<file path="src/design/lbps_pkg.sv">
// shared constants, pattern codes and types for the led and buzzer pattern sequencer
package lbps_pkg;

   localparam int PERIOD_BITS = 16;
   localparam int CFG_W       = 16;
   localparam int CSR_IDX_W   = 2;
   localparam int PAT_W       = 4;
   localparam int STEP_W      = 3;
   localparam int PIN_W       = 3;
   localparam int NUM_PERIODS = 3;
   localparam int CNT_W       = $clog2(PERIOD_BITS + 1);

   // register indexes, also the lane numbers of the period set
   localparam logic [CSR_IDX_W-1:0] CSR_FAST      = 2'd0;
   localparam logic [CSR_IDX_W-1:0] CSR_SLOW      = 2'd1;
   localparam logic [CSR_IDX_W-1:0] CSR_VERY_SLOW = 2'd2;

   localparam int LANE_FAST      = 0;
   localparam int LANE_SLOW      = 1;
   localparam int LANE_VERY_SLOW = 2;

   localparam logic [CFG_W-1:0] FAST_RESET      = 16'd10;
   localparam logic [CFG_W-1:0] SLOW_RESET      = 16'd25;
   localparam logic [CFG_W-1:0] VERY_SLOW_RESET = 16'd50;

   localparam logic [PAT_W-1:0] PAT_BUZZER       = 4'd0;
   localparam logic [PAT_W-1:0] PAT_ALL_LIT      = 4'd1;
   localparam logic [PAT_W-1:0] PAT_ALL_DARK     = 4'd2;
   localparam logic [PAT_W-1:0] PAT_CHASE_L_FAST = 4'd3;
   localparam logic [PAT_W-1:0] PAT_CHASE_L_SLOW = 4'd4;
   localparam logic [PAT_W-1:0] PAT_CHASE_R_FAST = 4'd5;
   localparam logic [PAT_W-1:0] PAT_CHASE_R_SLOW = 4'd6;
   localparam logic [PAT_W-1:0] PAT_BLUE         = 4'd7;
   localparam logic [PAT_W-1:0] PAT_YELLOW       = 4'd8;
   localparam logic [PAT_W-1:0] PAT_RED          = 4'd9;
   localparam logic [PAT_W-1:0] PAT_BLUE_SLOW    = 4'd10;
   localparam logic [PAT_W-1:0] PAT_YELLOW_SLOW  = 4'd11;
   localparam logic [PAT_W-1:0] PAT_RED_SLOW     = 4'd12;
   localparam logic [PAT_W-1:0] PAT_BLUE_FAST    = 4'd13;
   localparam logic [PAT_W-1:0] PAT_YELLOW_FAST  = 4'd14;
   localparam logic [PAT_W-1:0] PAT_RED_FAST     = 4'd15;

   localparam logic [PIN_W-1:0] PIN_BLUE   = 3'b001;
   localparam logic [PIN_W-1:0] PIN_YELLOW = 3'b010;
   localparam logic [PIN_W-1:0] PIN_RED    = 3'b100;
   localparam logic [PIN_W-1:0] PIN_ALL    = 3'b111;
   localparam logic [PIN_W-1:0] PIN_NONE   = 3'b000;

   localparam int PIN_YELLOW_BIT = 1;

   localparam logic [STEP_W-1:0] STEP_0 = 3'd0;
   localparam logic [STEP_W-1:0] STEP_1 = 3'd1;
   localparam logic [STEP_W-1:0] STEP_2 = 3'd2;
   localparam logic [STEP_W-1:0] STEP_3 = 3'd3;
   localparam logic [STEP_W-1:0] STEP_4 = 3'd4;
   localparam logic [STEP_W-1:0] STEP_5 = 3'd5;

   typedef logic [NUM_PERIODS-1:0][CFG_W-1:0] period_set_type;

   typedef struct packed {
      logic [NUM_PERIODS-1:0] valid;
      period_set_type         value;
   } rem_bus_type;

   // all pins switched on except the one colour that is lit
   function automatic logic [PIN_W-1:0] light_only(input logic [PIN_W-1:0] colour);
      return PIN_ALL & ~colour;
   endfunction

endpackage

</file>
<file path="src/design/lbps_if.sv">
// request and response channel interfaces of the sequencer
interface lbps_req_if;
   import lbps_pkg::*;

   logic             valid;
   logic             ready;
   logic             mode;
   logic [PAT_W-1:0] pattern;

   modport source (output valid, output mode, output pattern, input ready);
   modport sink   (input valid, input mode, input pattern, output ready);
endinterface

interface lbps_rsp_if;
   logic valid;
   logic ready;
   logic blue_pin;
   logic yellow_pin;
   logic red_pin;
   logic buzzer_high;

   modport source (output valid, output blue_pin, output yellow_pin, output red_pin,
                   output buzzer_high, input ready);
   modport sink   (input valid, input blue_pin, input yellow_pin, input red_pin,
                   input buzzer_high, output ready);
endinterface

</file>
<file path="src/design/lbps_rem_unit.sv">
// bit-serial remainder of the tick count by one period register
module lbps_rem_unit (
   input  logic                         clock,
   input  logic                         reset,
   input  logic                         start,
   input  logic [lbps_pkg::PERIOD_BITS-1:0] dividend,
   input  logic [lbps_pkg::CFG_W-1:0]   divisor,
   output logic                         busy,
   output logic                         done,
   output logic [lbps_pkg::CFG_W-1:0]   rem
);
   import lbps_pkg::*;

   logic [CNT_W-1:0]       cnt_ff, cnt_in;
   logic                   done_ff, done_in;
   logic [PERIOD_BITS-1:0] div_ff, div_in;
   logic [CFG_W-1:0]       dsr_ff, dsr_in;
   logic [CFG_W-1:0]       rem_ff, rem_in;
   logic [CFG_W:0]         shifted;

   always_comb begin
      cnt_in  = cnt_ff;
      done_in = 1'b0;
      div_in  = div_ff;
      dsr_in  = dsr_ff;
      rem_in  = rem_ff;
      shifted = {rem_ff, div_ff[PERIOD_BITS-1]};
      if (start) begin
         cnt_in = CNT_W'(PERIOD_BITS);
         div_in = dividend;
         // zero period behaves as a period of one
         dsr_in = (divisor == '0) ? CFG_W'(1) : divisor;
         rem_in = '0;
      end else if (cnt_ff != '0) begin
         if (shifted >= {1'b0, dsr_ff}) begin
            shifted = shifted - {1'b0, dsr_ff};
         end
         rem_in  = shifted[CFG_W-1:0];
         div_in  = {div_ff[PERIOD_BITS-2:0], 1'b0};
         cnt_in  = cnt_ff - CNT_W'(1);
         done_in = (cnt_ff == CNT_W'(1));
      end
   end

   always_ff @(posedge clock) begin
      if (reset) begin
         cnt_ff  <= '0;
         done_ff <= 1'b0;
      end else begin
         cnt_ff  <= cnt_in;
         done_ff <= done_in;
      end
      div_ff <= div_in;
      dsr_ff <= dsr_in;
      rem_ff <= rem_in;
   end

   assign busy = (cnt_ff != '0) || done_ff;
   assign done = done_ff;
   assign rem  = rem_ff;

endmodule

</file>
<file path="src/design/lbps_core.sv">
// pattern state, tick and step counters, pin and buzzer levels
module lbps_core (
   input  logic                             clock,
   input  logic                             reset,
   input  logic                             item_accept,
   input  logic                             item_mode,
   input  logic [lbps_pkg::PAT_W-1:0]       item_pattern,
   input  lbps_pkg::period_set_type         periods,
   input  lbps_pkg::rem_bus_type            rem_bus,
   output logic [lbps_pkg::PERIOD_BITS-1:0] tick_count,
   output logic [lbps_pkg::PIN_W-1:0]       pin_levels,
   output logic                             buzzer_level
);
   import lbps_pkg::*;

   logic [PAT_W-1:0]       pat_ff, pat_in;
   logic [PERIOD_BITS-1:0] tick_ff, tick_in;
   logic [STEP_W-1:0]      step_ff, step_in;
   logic [PIN_W-1:0]       pins_ff, pins_in;
   logic                   buzz_ff, buzz_in;
   period_set_type         rem_ff, rem_in;

   logic [PERIOD_BITS-1:0] tick_inc;
   logic                   wrap;
   logic [CFG_W:0]         rem_inc [NUM_PERIODS];
   logic [CFG_W:0]         period_eff [NUM_PERIODS];
   period_set_type         rem_next;
   logic [NUM_PERIODS-1:0] hit;
   logic                   hit_sel;
   logic [STEP_W-1:0]      step_adv;

   always_comb begin
      tick_inc = tick_ff + PERIOD_BITS'(1);
      wrap     = (tick_inc == '0);
      // remainders of the tick count by each period, kept in step with it
      for (int k = 0; k < NUM_PERIODS; k++) begin
         period_eff[k] = (periods[k] == '0) ? (CFG_W+1)'(1) : {1'b0, periods[k]};
         rem_inc[k]    = {1'b0, rem_ff[k]} + (CFG_W+1)'(1);
         hit[k]        = wrap || (rem_inc[k] == period_eff[k]);
         rem_next[k]   = hit[k] ? '0 : rem_inc[k][CFG_W-1:0];
      end

      unique case (pat_ff) inside
         PAT_BUZZER: hit_sel = hit[LANE_VERY_SLOW];
         PAT_CHASE_L_FAST, PAT_CHASE_R_FAST, PAT_BLUE_FAST, PAT_YELLOW_FAST,
         PAT_RED_FAST: hit_sel = hit[LANE_FAST];
         PAT_CHASE_L_SLOW, PAT_CHASE_R_SLOW, PAT_BLUE_SLOW, PAT_YELLOW_SLOW,
         PAT_RED_SLOW: hit_sel = hit[LANE_SLOW];
         default: hit_sel = 1'b0;
      endcase
      step_adv = hit_sel ? step_ff + STEP_W'(1) : step_ff;

      pat_in  = pat_ff;
      tick_in = tick_ff;
      step_in = step_ff;
      pins_in = pins_ff;
      buzz_in = buzz_ff;
      rem_in  = rem_ff;

      for (int k = 0; k < NUM_PERIODS; k++) begin
         if (rem_bus.valid[k]) begin
            rem_in[k] = rem_bus.value[k];
         end
      end

      if (item_accept) begin
         if (item_mode) begin
            if (item_pattern != pat_ff) begin
               pat_in  = item_pattern;
               tick_in = '0;
               step_in = '0;
               buzz_in = 1'b0;
               pins_in = PIN_ALL;
               rem_in  = '0;
            end
         end else begin
            tick_in = tick_inc;
            rem_in  = rem_next;
            unique case (pat_ff)
               PAT_BUZZER: begin
                  step_in = step_adv;
                  case (step_adv) inside
                     STEP_1, STEP_3: begin
                        buzz_in = 1'b1;
                        pins_in[PIN_YELLOW_BIT] = 1'b0;
                     end
                     STEP_2, STEP_4: begin
                        buzz_in = 1'b0;
                        pins_in[PIN_YELLOW_BIT] = 1'b1;
                     end
                     STEP_5: step_in = STEP_1;
                     default: ;
                  endcase
               end
               PAT_ALL_LIT:  pins_in = PIN_NONE;
               PAT_ALL_DARK: pins_in = PIN_ALL;
               PAT_CHASE_L_FAST, PAT_CHASE_L_SLOW, PAT_CHASE_R_FAST, PAT_CHASE_R_SLOW: begin
                  step_in = step_adv;
                  case (step_adv)
                     STEP_1: pins_in = light_only(
                        (pat_ff == PAT_CHASE_R_FAST || pat_ff == PAT_CHASE_R_SLOW) ?
                        PIN_RED : PIN_BLUE);
                     STEP_2: pins_in = light_only(PIN_YELLOW);
                     STEP_3: pins_in = light_only(
                        (pat_ff == PAT_CHASE_R_FAST || pat_ff == PAT_CHASE_R_SLOW) ?
                        PIN_BLUE : PIN_RED);
                     STEP_4: step_in = STEP_1;
                     default: ;
                  endcase
               end
               PAT_BLUE:   pins_in = light_only(PIN_BLUE);
               PAT_YELLOW: pins_in = light_only(PIN_YELLOW);
               PAT_RED:    pins_in = light_only(PIN_RED);
               default: begin
                  // blink patterns: lit for the one tick that lands on a period
                  if (step_adv != STEP_0) begin
                     step_in = STEP_0;
                     case (pat_ff) inside
                        PAT_BLUE_SLOW, PAT_BLUE_FAST:     pins_in = light_only(PIN_BLUE);
                        PAT_YELLOW_SLOW, PAT_YELLOW_FAST: pins_in = light_only(PIN_YELLOW);
                        default:                          pins_in = light_only(PIN_RED);
                     endcase
                  end else begin
                     step_in = step_adv;
                     pins_in = PIN_ALL;
                  end
               end
            endcase
         end
      end
   end

   always_ff @(posedge clock) begin
      if (reset) begin
         pat_ff  <= PAT_ALL_DARK;
         tick_ff <= '0;
         step_ff <= '0;
         pins_ff <= PIN_ALL;
         buzz_ff <= 1'b0;
         rem_ff  <= '0;
      end else begin
         pat_ff  <= pat_in;
         tick_ff <= tick_in;
         step_ff <= step_in;
         pins_ff <= pins_in;
         buzz_ff <= buzz_in;
         rem_ff  <= rem_in;
      end
   end

   assign tick_count   = tick_ff;
   assign pin_levels   = pins_ff;
   assign buzzer_level = buzz_ff;

endmodule

</file>
<file path="src/design/led_buzzer_pattern_sequencer.sv">
// top level of the led and buzzer pattern sequencer
// Takes one word per cycle when not held off, a tick or a pattern select, and answers
// each with one word holding the three LED pin levels and the buzzer level after it;
// the pin and buzzer registers are the result register, so a new word is taken in the
// cycle the previous result is taken. Period checks use per-period remainder counters
// that run alongside the tick counter. After each csr write the block holds off new
// words while three bit-serial remainder units realign those counters to the new
// periods.
module led_buzzer_pattern_sequencer (
   input  logic                           clock,
   input  logic                           reset,
   lbps_req_if.sink                       req_chan,
   lbps_rsp_if.source                     rsp_chan,
   input  logic                           csr_we,
   input  logic [lbps_pkg::CSR_IDX_W-1:0] csr_index,
   input  logic [lbps_pkg::CFG_W-1:0]     csr_wdata
);
   import lbps_pkg::*;

   period_set_type         period_ff, period_in;
   logic                   start_ff;
   logic                   rsp_valid_ff, rsp_valid_in;
   logic [NUM_PERIODS-1:0] unit_busy;
   rem_bus_type            rem_bus;
   logic                   busy;
   logic                   accept;
   logic [PERIOD_BITS-1:0] tick_count;
   logic [PIN_W-1:0]       pin_levels;
   logic                   buzzer_level;

   always_comb begin
      period_in = period_ff;
      if (csr_we) begin
         unique case (csr_index)
            CSR_FAST:      period_in[LANE_FAST]      = csr_wdata;
            CSR_SLOW:      period_in[LANE_SLOW]      = csr_wdata;
            CSR_VERY_SLOW: period_in[LANE_VERY_SLOW] = csr_wdata;
            default: ;
         endcase
      end
   end

   assign busy           = start_ff || (|unit_busy);
   assign req_chan.ready = !busy && (!rsp_valid_ff || rsp_chan.ready);
   assign accept         = req_chan.valid && req_chan.ready;

   always_comb begin
      rsp_valid_in = rsp_valid_ff;
      if (accept) begin
         rsp_valid_in = 1'b1;
      end else if (rsp_chan.ready) begin
         rsp_valid_in = 1'b0;
      end
   end

   always_ff @(posedge clock) begin
      if (reset) begin
         period_ff[LANE_FAST]      <= FAST_RESET;
         period_ff[LANE_SLOW]      <= SLOW_RESET;
         period_ff[LANE_VERY_SLOW] <= VERY_SLOW_RESET;
         start_ff                  <= 1'b0;
         rsp_valid_ff              <= 1'b0;
      end else begin
         period_ff    <= period_in;
         start_ff     <= csr_we;
         rsp_valid_ff <= rsp_valid_in;
      end
   end

   for (genvar k = 0; k < NUM_PERIODS; k++) begin : g_rem
      lbps_rem_unit u_rem (
         .clock    (clock),
         .reset    (reset),
         .start    (start_ff),
         .dividend (tick_count),
         .divisor  (period_ff[k]),
         .busy     (unit_busy[k]),
         .done     (rem_bus.valid[k]),
         .rem      (rem_bus.value[k])
      );
   end

   lbps_core u_core (
      .clock        (clock),
      .reset        (reset),
      .item_accept  (accept),
      .item_mode    (req_chan.mode),
      .item_pattern (req_chan.pattern),
      .periods      (period_ff),
      .rem_bus      (rem_bus),
      .tick_count   (tick_count),
      .pin_levels   (pin_levels),
      .buzzer_level (buzzer_level)
   );

   assign rsp_chan.valid       = rsp_valid_ff;
   assign rsp_chan.blue_pin    = pin_levels[0];
   assign rsp_chan.yellow_pin  = pin_levels[PIN_YELLOW_BIT];
   assign rsp_chan.red_pin     = pin_levels[2];
   assign rsp_chan.buzzer_high = buzzer_level;

endmodule

</file>
<file path="src/flat_wrapper.sv">
// flat-port wrapper written by rule: the top's interface ports become plain ports
module led_buzzer_pattern_sequencer_flat import lbps_pkg::*;
  (clock, reset, csr_we, csr_index, csr_wdata, req_chan_valid, req_chan_mode, req_chan_pattern, req_chan_ready, rsp_chan_valid, rsp_chan_blue_pin, rsp_chan_yellow_pin, rsp_chan_red_pin, rsp_chan_buzzer_high, rsp_chan_ready);
  lbps_req_if req_chan_i ();
  lbps_rsp_if rsp_chan_i ();
  input  logic clock;
  input  logic reset;
  input  logic csr_we;
  input  logic [lbps_pkg::CSR_IDX_W-1:0] csr_index;
  input  logic [lbps_pkg::CFG_W-1:0] csr_wdata;
  input wire logic [$bits(req_chan_i.valid)-1:0] req_chan_valid;
  input wire logic [$bits(req_chan_i.mode)-1:0] req_chan_mode;
  input wire logic [$bits(req_chan_i.pattern)-1:0] req_chan_pattern;
  output wire logic [$bits(req_chan_i.ready)-1:0] req_chan_ready;
  output wire logic [$bits(rsp_chan_i.valid)-1:0] rsp_chan_valid;
  output wire logic [$bits(rsp_chan_i.blue_pin)-1:0] rsp_chan_blue_pin;
  output wire logic [$bits(rsp_chan_i.yellow_pin)-1:0] rsp_chan_yellow_pin;
  output wire logic [$bits(rsp_chan_i.red_pin)-1:0] rsp_chan_red_pin;
  output wire logic [$bits(rsp_chan_i.buzzer_high)-1:0] rsp_chan_buzzer_high;
  input wire logic [$bits(rsp_chan_i.ready)-1:0] rsp_chan_ready;
  assign req_chan_i.valid = req_chan_valid;
  assign req_chan_i.mode = req_chan_mode;
  assign req_chan_i.pattern = req_chan_pattern;
  assign req_chan_ready = req_chan_i.ready;
  assign rsp_chan_valid = rsp_chan_i.valid;
  assign rsp_chan_blue_pin = rsp_chan_i.blue_pin;
  assign rsp_chan_yellow_pin = rsp_chan_i.yellow_pin;
  assign rsp_chan_red_pin = rsp_chan_i.red_pin;
  assign rsp_chan_buzzer_high = rsp_chan_i.buzzer_high;
  assign rsp_chan_i.ready = rsp_chan_ready;
  led_buzzer_pattern_sequencer u_core (.clock(clock), .reset(reset), .req_chan(req_chan_i), .rsp_chan(rsp_chan_i), .csr_we(csr_we), .csr_index(csr_index), .csr_wdata(csr_wdata));
endmodule
</file>
<file path="config.mk">
export PLATFORM = sky130hd
export DESIGN_NAME = led_buzzer_pattern_sequencer_flat
export DESIGN_NICKNAME = d
export VERILOG_FILES = /design/src/design/lbps_pkg.sv /design/src/design/lbps_if.sv /design/src/design/lbps_rem_unit.sv /design/src/design/lbps_core.sv /design/src/design/led_buzzer_pattern_sequencer.sv /design/src/flat_wrapper.sv
export SDC_FILE = /design/constraint.sdc
export NUM_CORES = 1
export LEC_CHECK = 0
export BUFFER_PORTS_ARGS = -buffer_cell sky130_fd_sc_hd__buf_2
export CAP_MARGIN = 20
export CORE_ASPECT_RATIO = 1.1
export CORE_MARGIN = 10
export CORE_UTILIZATION = 50
export DETAILED_ROUTE_END_ITERATION = 7
export PLACE_DENSITY = 0.63
export RECOVER_POWER = 50
export SYNTH_ARGS = -nofsm -noshare
export SYNTH_HDL_FRONTEND = slang
export SYNTH_SLANG_ARGS = --single-unit
</file>
<file path="constraint.sdc">
create_clock -name clock -period 4 [get_ports clock]
set_input_delay 0 -clock clock [delete_from_list [all_inputs] [get_ports clock]]
set_output_delay 0 -clock clock [all_outputs]
set_load 0.005 [all_outputs]
</file>
==> results of run 1 <==
-- critical path: cells and delay by family, from the launching register on --
kind	cells	cell delay, ns
AND/OR/NAND/NOR	8	2.07
flip-flops	1	0.44
AO/OA/AOI/OAI	2	0.41
adder cells (fa/ha/maj)	1	0.28
buffers and inverters	1	0.26
multiplexers	1	0.20
-- cells in the mapped netlist (all sizes together) (8+ instances only) --
cell    instances
nand3          46
a21o           11
and3           21
nor3b          10
mux2i          20
inv           142
nand4          32
nor3           68
o21a           16
a31oi          15
or4             9
edfxtp         96
nand2         267
buf            15
o31a           12
a211oi         36
dfxtp         191
a21boi         14
nor2          190
nor2b          21
and2           14
nand2b          8
o21ai         136
o211ai         12
a311oi         13
or2            12
nor4           35
or3            30
a21oi         182
clkbuf        141
xor2           35
nand3b          8
xnor2          62
ha             62
-- final cells by class --
| type | count | area, um^2 | share of cell area |
|---|---|---|---|
| flip-flops and latches | 287 | 6710 | 0.356 |
| clock buffers | 40 | 881 | 0.0467 |
| well taps | 432 | 541 | 0.0287 |
| inverters | 143 | 537 | 0.0285 |
| clock inverters | 17 | 158 | 0.00836 |
| multi-input cells | 1506 | 9170 | 0.487 |
| repair buffers | 113 | 860 | 0.0456 |
-- layer usage --
layer	up-vias	wire [um]	GRT usage	share of wire
li1	7358	-	-	-
met4	0	1350	0.0693	0.029
met2	345	22100	0.363	0.47
met1	7205	21300	0.288	0.45
met5	-	0	0	0
met3	71	2280	0.0226	0.049
-- state kept, by name, summed over array words and instances (netlist names) --
signal                      cells
u_core.u_core.rem_ff           48
u_core.u_core.pin_levels        3
u_core.u_core.step_ff           3
u_core.g_rem.u_rem.cnt_ff      15
u_core.g_rem.u_rem.div_ff      48
u_core.g_rem.u_rem.done         3
u_core.u_core.pat_ff            4
u_core.start_ff                 1
u_core.u_core.tick_count       16
u_core.rsp_chan.valid           1
u_core.period_ff               48
u_core.u_core.buzzer_level      1
u_core.g_rem.u_rem.dsr_ff      48
u_core.g_rem.u_rem.rem         48
-- power groups by stage --
stage | sequential (mW) | clock [mW] | combinational [mW]
5_1_grt | 4.40 | 3.09 | 5.24
3_3_place_gp | 4.35 | 0 | 4.48
3_5_place_dp | 4.37 | 0 | 4.59
2_1_floorplan | 4.14 | 0 | 3.48
6_report | 4.32 | 2.92 | 4.65
4_1_cts | 4.32 | 2.98 | 4.66
-- metrics by stage --
stage | hold slack [ns] | std cells
CTS | 0.282 | 2538
detailed placement | 0.290 | 2439
finish | 0.300 | 2538
global placement | 0.285 | 2439
global route | 0.305 | 2538
floorplan | 0.124 | 2092
-- logic make-up after synthesis --
logic type | count (synthesis) | share of synthesized area
multiplexers | 24 | 0.0144
buffers and inverters | 299 | 0.0676
adder cells (fa/ha/maj) | 65 | 0.0492
XOR/XNOR | 99 | 0.0527
flip-flops | 287 | 0.395
AO/OA/AOI/OAI | 524 | 0.194
AND/OR/NAND/NOR | 794 | 0.227
-- placed cells by master, fill, tap and decap left out, types with 35 or more instances in the layout --
| master | synthesis | routed |
|---|---|---|
| nand2_1 | 267 | 267 |
| dfxtp_1 | 191 | 191 |
| nor2_1 | 188 | 188 |
| a21oi_1 | 182 | 181 |
| inv_1 | 140 | 140 |
| o21ai_0 | 133 | 133 |
| edfxtp_1 | 96 | 96 |
| nor3_1 | 67 | 65 |
| xnor2_1 | 62 | 62 |
| ha_1 | 62 | 62 |
| nand3_1 | 45 | 45 |
| dlygate4sd3_1 | 0 | 42 |
| a211oi_1 | 36 | 36 |
| xor2_1 | 35 | 35 |
-- final timing paths --
kind / start / to / slack [ns]
hold reg to reg: u_core.period_ff[16]$_SDFFE_PP1P_ / u_core.period_ff[16]$_SDFFE_PP1P_ / 0.48
setup reg to reg: u_core.u_core.rem_ff[16]$_SDFF_PP0_ / u_core.u_core.pin_levels[0]$_SDFFE_PP1P_ / 0.26
hold / removal: csr_wdata[0] / u_core.period_ff[32]$_SDFFE_PP0P_ / 0.30
setup / recovery: u_core.u_core.rem_ff[16]$_SDFF_PP0_ / u_core.u_core.pin_levels[0]$_SDFFE_PP1P_ / 0.26
-- what timing repair did --
| action | in CTS | in global routing |
|---|---|---|
| resized for setup | 0 | 5 |
| hold endpoints to repair | 81 | 0 |
| setup endpoints to repair | 0 | 6 |
| hold buffers | 42 | 0 |
==> impl_metrics.ini, run 1 <==
[yosys]
ys.flop_type = dfxtp_1
synth.distinct_cells = 89
yosysSeqAreaShare = 0.395
syn_area_um2 = 17000
async_flop_share = 0
yosysWarnings = 0
yosys.area.top_type_share = 0.225
synth_edf_count = 96
ys_top_cells_by_area = dfxtp_1 (23%), edfxtp_1 (17%), nand2_1 (5.9%), a21oi_1 (5.4%), ha_1 (4.6%)
syn_area_per_cell_um2 = 8.12
yosysTopAreaCell = dfxtp_1
ys_ff_latch = 287
synthCells = 2092
synth.net_count = 2185

[cts]
clk_pin_slew_ns = 0.07
clock_path_buffers = 3
cts-root-buf = clkbuf_16
cts_buffers = 31
cts_max_level = 1
clock_latency_ns = 0.56
post-cts-setup-buffer-count = 0
cts_tree = yes
clock-sinks = 287

[setup_path]
crit_path_frequent_cell = nand4_1
cp_max_fo = 6
worst_setup_path_start_kind = flip-flop
worstSetupPathType = reg -> reg
crit_required_ns = 4.49
rr_worst_depth = 13
critPathCaptureType = flip-flop
worst_path_max_delay_cell = or4_4
crit_chain = ha_1, nand4_1, buf_4, o21ai_0, nand4_1, nor4_1, nand4_1, o21a_1, nand4b_1, nand3_1, or4_4, nand2_1, mux2i_1
slowest_delay_ns = 0.46
cp_data_arrival_time_ns = 4.23

[placed_design]
detailed_place_hpwl_um = 33200
port-buffer-count = 33
placed_area_um2 = 17400
place_congestion = 0.934
post-place-ws_ns = 0.320

[power]
peakVddDrop_uv = 435
swShare = 0.382
switchingPower_mw = 4.54
seqPwrFrac = 0.364
total_power_mw = 11.9
internal_power_mw = 7.35
power.leakage_nw = 7.25
combPwrFrac = 0.391
pwr_density_cell_nw_per_um2 = 631
p_clk_frac = 0.245

[timing]
fmax_mhz = 267
skew_ns = 0.0150
final.setup.worst_slack_ns = 0.256
max_slew_margin = -0.327
final_hold_viol_count = 0
finalCritPeriodShare = 0.936
worst_pin_slew_ns = 1.99
setup_viol = 0
post-route-min-period_ns = 3.74
finalMaxSlewViolations = 158
finalSetupTns_ns = 0

[global_route]
antenna_found_initial = 0
grt_max_degree = 91
grt_pass1_wl_um = 75200
track_usage = 0.217
first_global_vias = 13993
grt-ovfl-total = 0

[layout]
fillers = 3119
drive_above_1_share = 0.0769
area_delta_synth_final_pct = 11.0
fin_nets = 2175
post-route-util = 0.565
antenna_cells = 0
fin_area_um2 = 18900

[routing]
dr_total_vias = 14979
via_per_inst = 5.90
drtIter0Drc = 1065
ant_nets = 0
avgRoutedWirePerCell_um = 18.5
drc = 0
routed_wl_um = 47000
first_pass_iters = 5

[floorplan]
die_w_um = 196
rows = 70
initial_core_util = 0.509
io_pins = 34
core-area_um2 = 33400
die_y_um = 213
dieArea_um2 = 41700

[worst_hold_path]
hold_path.class = in -> reg
min_path_cells = 4

[flow_run]
cap_viol_max_count = 3

[status]
violations = max-capacitance violations, max-slew violations
outcome = finished, violations left
(Power assumes the default switching activity.)
==> run 2, diff against run 1 <==
--- a/config.mk
+++ b/config.mk
@@ -13,6 +13,7 @@
 export DETAILED_ROUTE_END_ITERATION = 7
 export PLACE_DENSITY = 0.63
 export RECOVER_POWER = 50
+export SETUP_SLACK_MARGIN = 0.5
 export SYNTH_ARGS = -nofsm -noshare
 export SYNTH_HDL_FRONTEND = slang
 export SYNTH_SLANG_ARGS = --single-unit
==> run 2 against run 1 <==
  * The flow still finishes with violations (max-capacitance violations, max-slew violations)
  * Register-to-register slack better by 0.35 ns
  * Largest cell class unchanged
  * Via count up 1.1%
  * Power up 6.0%
  * Die area unchanged
  * First-iteration DRC count up 4.2%
  * Combinational power up 7.7%
  * Sequential power about the same
  * Critical path depth down 2
==> impl_metrics.ini, run 2 (synthesis gave the netlist of run 1 again) <==
[global_route]
track_usage = 0.219
grt_pass1_wl_um = 75400
grt_max_degree = 157
grt-ovfl-total = 0
antenna_found_initial = 0
first_global_vias = 14003

[flow_run]
cap_viol_max_count = 2

[floorplan]
io_pins = 34
dieArea_um2 = 41700
initial_core_util = 0.509
die_y_um = 213
core-area_um2 = 33400
die_w_um = 196
rows = 70

[setup_path]
reg2reg_from = u_core.u_core.rem_ff[34]$_SDFF_PP0_
crit_required_ns = 4.45
cp-startpoint = u_core.u_core.rem_ff[34]$_SDFF_PP0_
worst_setup_path_start_kind = flip-flop
critPathCaptureType = flip-flop
cp_data_arrival_time_ns = 3.84
cp_max_fo = 7
worstSetupPathType = reg -> reg

[timing]
final_hold_viol_count = 0
max_slew_margin = -0.304
setup_viol = 0
post-route-min-period_ns = 3.39
finalMaxSlewViolations = 174
worst_pin_slew_ns = 1.95
final.setup.worst_slack_ns = 0.611
skew_ns = 0.0187
rsz0062_at_grt = false
finalCritPeriodShare = 0.847
fmax_mhz = 295
finalSetupTns_ns = 0

[cts]
cts_max_level = 2
clock_path_buffers = 3
cts-root-buf = clkbuf_16
clk_pin_slew_ns = 0.06
clock-sinks = 287
cts_tree = yes
clock_latency_ns = 0.52
cts_buffers = 35

[layout]
antenna_cells = 0
multi_input_area_um2 = 9570
final_cell_mix = nand2_1 (263), nor2_1 (183), a21oi_1 (179)
post-route-util = 0.588
area_delta_synth_final_pct = 15.7
drive_above_1_share = 0.132
fin_area_um2 = 19600
fillers = 3021
final_common_cell = nand2_1
fin_nets = 2201
seqCellArea_um2 = 6790

[routing]
ant_nets = 0
avgRoutedWirePerCell_um = 18.8
routed_wl_um = 48200
first_pass_iters = 5
drc = 0
drtIter0Drc = 1110
via_per_inst = 5.90
dr_total_vias = 15145

[status]
outcome = finished, violations left
violations = max-capacitance violations, max-slew violations

[placed_design]
place_congestion = 0.917
placed_area_um2 = 17400
post-place-ws_ns = 0.158
port-buffer-count = 33
detailed_place_hpwl_um = 33200

[power]
pwr_density_cell_nw_per_um2 = 642
total_power_mw = 12.6
peakVddDrop_uv = 438
power.leakage_nw = 7.59

[worst_hold_path]
hp-start = csr_index[1]
hold_path.class = in -> reg
-- run 2: cell count changes in the layout (fill, tap and decap cells not counted), sizes merged --
| cell | delta |
|---|---|
| clkinvlp | +3 |
| clkbuf | +13 |
| clkinv | -8 |
| dlygate4sd3 | -13 |
| inv | -4 |
| nand4 | +1 |
| buf | +36 |
-- run 2: power breakdown --
part / switching (mW) / total (mW) / internal (mW)
clock network: 1.26 / 3.27 / 2.01
registers: 0.552 / 4.33 / 3.78
logic: 2.91 / 5.01 / 2.09
total: 4.72 / 12.6 / 7.89
-- run 2: worst paths after layout --
check | endpoint | slack (ns) | cells past startpoint
setup / recovery | u_core.u_core.pin_levels[1]$_SDFFE_PP1P_ | 0.61 | 11
hold / removal | u_core.period_ff[17]$_SDFFE_PP0P_ | 0.13 | 4
setup reg to reg | u_core.u_core.pin_levels[1]$_SDFFE_PP1P_ | 0.61 | 11
hold reg to reg | u_core.period_ff[16]$_SDFFE_PP1P_ | 0.48 | 2
-- run 2: layout make-up --
type | count | area share
flip-flops and latches | 287 | 0.346
clock inverters | 7 | 0.00478
multi-input cells | 1507 | 0.487
well taps | 432 | 0.0275
clock buffers | 56 | 0.0559
repair inverters | 1 | 0.000255
repair buffers | 133 | 0.0511
inverters | 143 | 0.0275
-- run 2: layer usage --
| layer | vias up | GRT usage | wire length (um) |
|---|---|---|---|
| met1 | 7213 | 0.288 | 21500 |
| li1 | 7424 | - | - |
| met5 | - | 0 | 0 |
| met2 | 412 | 0.354 | 22400 |
| met4 | 0 | 0.0890 | 1860 |
| met3 | 96 | 0.0306 | 2560 |
-- run 2: worst max-delay path, cell delays in order (launching register included) --
cell,delay (ns)
dfxtp_1,0.51
nand3_4,0.21
nor2_4,0.17
and4_1,0.30
o2111ai_1,0.13
a311o_1,0.48
o31a_1,0.39
a32oi_2,0.24
o311ai_2,0.14
xor2_1,0.18
o311ai_1,0.34
mux2i_1,0.21
-- run 2: timing repair --
item	CTS	global route
cloned	0	4
setup endpoints to repair	44	85
buffers inserted	10	21
hold buffers	29	0
gates resized for setup	41	105
pin swaps	8	29
hold endpoints to repair	65	0
-- run 2: per-stage QoR --
stage / hold slack [ns] / instances
2_1_floorplan: 0.124 / 2092
3_3_place_gp: 0.272 / 2439
3_5_place_dp: 0.280 / 2439
4_1_cts: 0.00707 / 2541
5_1_grt: 0.155 / 2566
6_report: 0.129 / 2566
==> run 3, diff against run 2 <==
--- a/config.mk
+++ b/config.mk
@@ -5,6 +5,7 @@
 export SDC_FILE = /design/constraint.sdc
 export NUM_CORES = 1
 export LEC_CHECK = 0
+export ABC_AREA = 1
 export BUFFER_PORTS_ARGS = -buffer_cell sky130_fd_sc_hd__buf_2
 export CAP_MARGIN = 20
 export CORE_ASPECT_RATIO = 1.1
==> constraint.sdc (replaced) <==
create_clock -name clock -period 3.28 [get_ports clock]
set_input_delay 0 -clock clock [delete_from_list [all_inputs] [get_ports clock]]
set_output_delay 0 -clock clock [all_outputs]
set_load 0.005 [all_outputs]
==> run 3 against run 2 <==
  * The run still ends with max-capacitance violations, max-slew violations left
  * Critical path depth up 13
  * Cell area decreased by 3.2%
  * Sequential share of layout area up 0.94 points
  * Core utilization down 0.31 points
  * Flip-flop and latch count did not move
  * Combinational power increased by 13%
==> impl_metrics.ini, run 3 <==
[layout]
drive_above_1_share = 0.112
multi_input_area_um2 = 8750
area_delta_synth_final_pct = 15.2
fillers = 3168
final_common_cell = nand2_1
seqCellArea_um2 = 6750
fin_nets = 2478
fin_area_um2 = 19000
final_cell_mix = nand2_1 (714), inv_1 (241), nor2_1 (185)

[floorplan]
initial_core_util = 0.508
rows = 69
io_pins = 34
dieArea_um2 = 40700
die_w_um = 193
die_y_um = 211
core-area_um2 = 32500

[yosys]
yosysWarnings = 0
yosysTopAreaCell = dfxtp_1
syn_area_um2 = 16500
synthCells = 2335
syn_area_per_cell_um2 = 7.07
yosysSeqAreaShare = 0.406
ys_top_cells_by_area = dfxtp_1 (23%), edfxtp_1 (17%), nand2_1 (17%), inv_1 (5.6%), a21oi_1 (5.1%)
synthMostInstantiatedCell = nand2_1
async_flop_share = 0
synth.distinct_cells = 46
synth.net_count = 2428
ys.flop_type = dfxtp_1
synthTopCellsByCount = nand2_1 (729), inv_1 (244), nor2_1 (206)
synth_edf_count = 96
yosys.area.top_type_share = 0.232
ys_ff_latch = 287

[status]
violations = max-capacitance violations, max-slew violations
outcome = finished, violations left

[timing]
skew_ns = 0.0176
worst_pin_slew_ns = 2.10
fmax_mhz = 356
finalMaxSlewViolations = 40
max_slew_margin = -0.401
setup_viol = 0
finalSetupTns_ns = 0
rsz0062_at_grt = true
post-route-min-period_ns = 2.81
final_hold_viol_count = 0
finalCritPeriodShare = 0.857

[setup_path]
cp_max_fo = 6
worstSetupPathType = reg -> reg
rr_endpoint = u_core.u_core.pin_levels[2]$_SDFFE_PP1P_
rr_worst_depth = 24
cp_data_arrival_time_ns = 3.18
critPathCaptureType = flip-flop
crit_required_ns = 3.65
worst_setup_path_start_kind = flip-flop
cp-startpoint = u_core.u_core.rem_ff[16]$_SDFF_PP0_
rrSetupSlack_ns = 0.47
reg2reg_from = u_core.u_core.rem_ff[16]$_SDFF_PP0_
cp-endpoint = u_core.u_core.pin_levels[2]$_SDFFE_PP1P_

[worst_hold_path]
hp-start = req_chan_valid
hold_path.class = in -> reg

[flow_run]
cap_viol_max_count = 1

[routing]
via_per_inst = 5.37
dr_total_vias = 15226
first_pass_iters = 6
routed_wl_um = 47000
drtIter0Drc = 937
drc = 0
avgRoutedWirePerCell_um = 16.6
ant_nets = 0

[global_route]
grt_max_degree = 47
first_global_vias = 14639
antenna_found_initial = 2
track_usage = 0.224
grt-ovfl-total = 0
grt_pass1_wl_um = 75800

[power]
peakVddDrop_uv = 537
power.leakage_nw = 8.26
total_power_mw = 14.7
pwr_density_cell_nw_per_um2 = 771

[placed_design]
detailed_place_hpwl_um = 34200
port-buffer-count = 33
place_congestion = 0.902
placed_area_um2 = 17000

[cts]
cts_max_level = 2
cts_tree = yes
clock_path_buffers = 3
clock_latency_ns = 0.52
clk_pin_slew_ns = 0.06
clock-sinks = 287
cts-root-buf = clkbuf_16
cts_buffers = 34
run 3: power by group:
part,switching [mW],internal (mW),total (mW),leakage (nW)
clock,1.52,2.20,3.71,0.529
combinational,3.46,2.20,5.66,5.19
sequential,0.638,4.65,5.28,2.55
run 3: repair_timing:
item                                    in CTS  in global routing
gates cloned                                 2                  2
gates resized for setup                     35                 91
buffers inserted                             8                 17
hold buffers                                28                  0
endpoints found under the hold margin       50                  0
endpoints found under the setup margin      53                115
pin swaps                                   12                 25
run 3: critical path, stage by stage, from the launching register on:
cell and delay [ns]:
dfxtp_2 0.35, ha_4 0.15, nand2_2 0.06, nor2_4 0.19, nand2_4 0.10, nor2_2 0.09, nand2_1 0.06, nand2_1 0.07
nand2_1 0.06, a21oi_2 0.13, nand2_1 0.09, nor2_1 0.12, nand2_1 0.11, nand2_2 0.10, nand2_4 0.08, nand3_4 0.13
nand2_1 0.07, nand2_2 0.15, nand3_2 0.10, nor2_1 0.10, nor2_1 0.04, nor2_1 0.13, nand2_1 0.07, nand2_1 0.06
nand2_1 0.05
run 3: logic make-up (layout without fill, tap and decap cells):
family	count (synthesis)	count (layout)	share of synthesized area
simple gates	1165	1167	0.293
compound gates	386	386	0.131
buf+inv	367	439	0.0841
flops	287	287	0.406
fa+ha+maj	65	65	0.0507
xor+xnor	65	65	0.0353
other cells	0	2	0
run 3: worst min path at each step:
stage | to | slack [ns] | cells after the start
final | u_core.u_core.pat_ff[1]$_SDFFE_PP1P_ | 0.05 | 4
after global routing | u_core.u_core.tick_count[0]$_SDFFE_PP0P_ | 0.07 | 4
after CTS | u_core.u_core.pat_ff[1]$_SDFFE_PP1P_ | 0.006 | 4
after detailed placement | u_core.period_ff[1]$_SDFFE_PP1P_ | 0.26 | 3
after global placement | u_core.start_ff$_SDFF_PP0_ | 0.25 | 3
after floorplan | u_core.period_ff[19]$_SDFFE_PP1P_ | 0.11 | 2
run 3: routing by layer:
metal,wire length [um],track usage
met1,21100,0.290
met2,21700,0.373
met3,2910,0.0362
met4,1360,0.0760
met5,0,0
run 3: layout make-up:
class	count	share of cell area
repair buffers	118	0.0464
multi-input cells	1683	0.461
repair inverters	1	0.000395
clock inverters	13	0.00494
diodes	2	0.000263
clock buffers	47	0.0523
flip-flops and latches	287	0.355
well taps	426	0.0281
inverters	260	0.0518
run 3: through the flow:
stage / hold WS (ns) / util / instances / worst slack [ns]
floorplan: 0.113 / - / 2335 / 0.740
global placement: 0.249 / 0.525 / 2718 / 0.337
detailed placement: 0.257 / 0.525 / 2718 / 0.271
CTS: 0.00630 / 0.573 / 2816 / 0.459
global route: 0.0731 / 0.585 / 2837 / 0.231
finish: 0.0497 / 0.585 / 2837 / 0.470
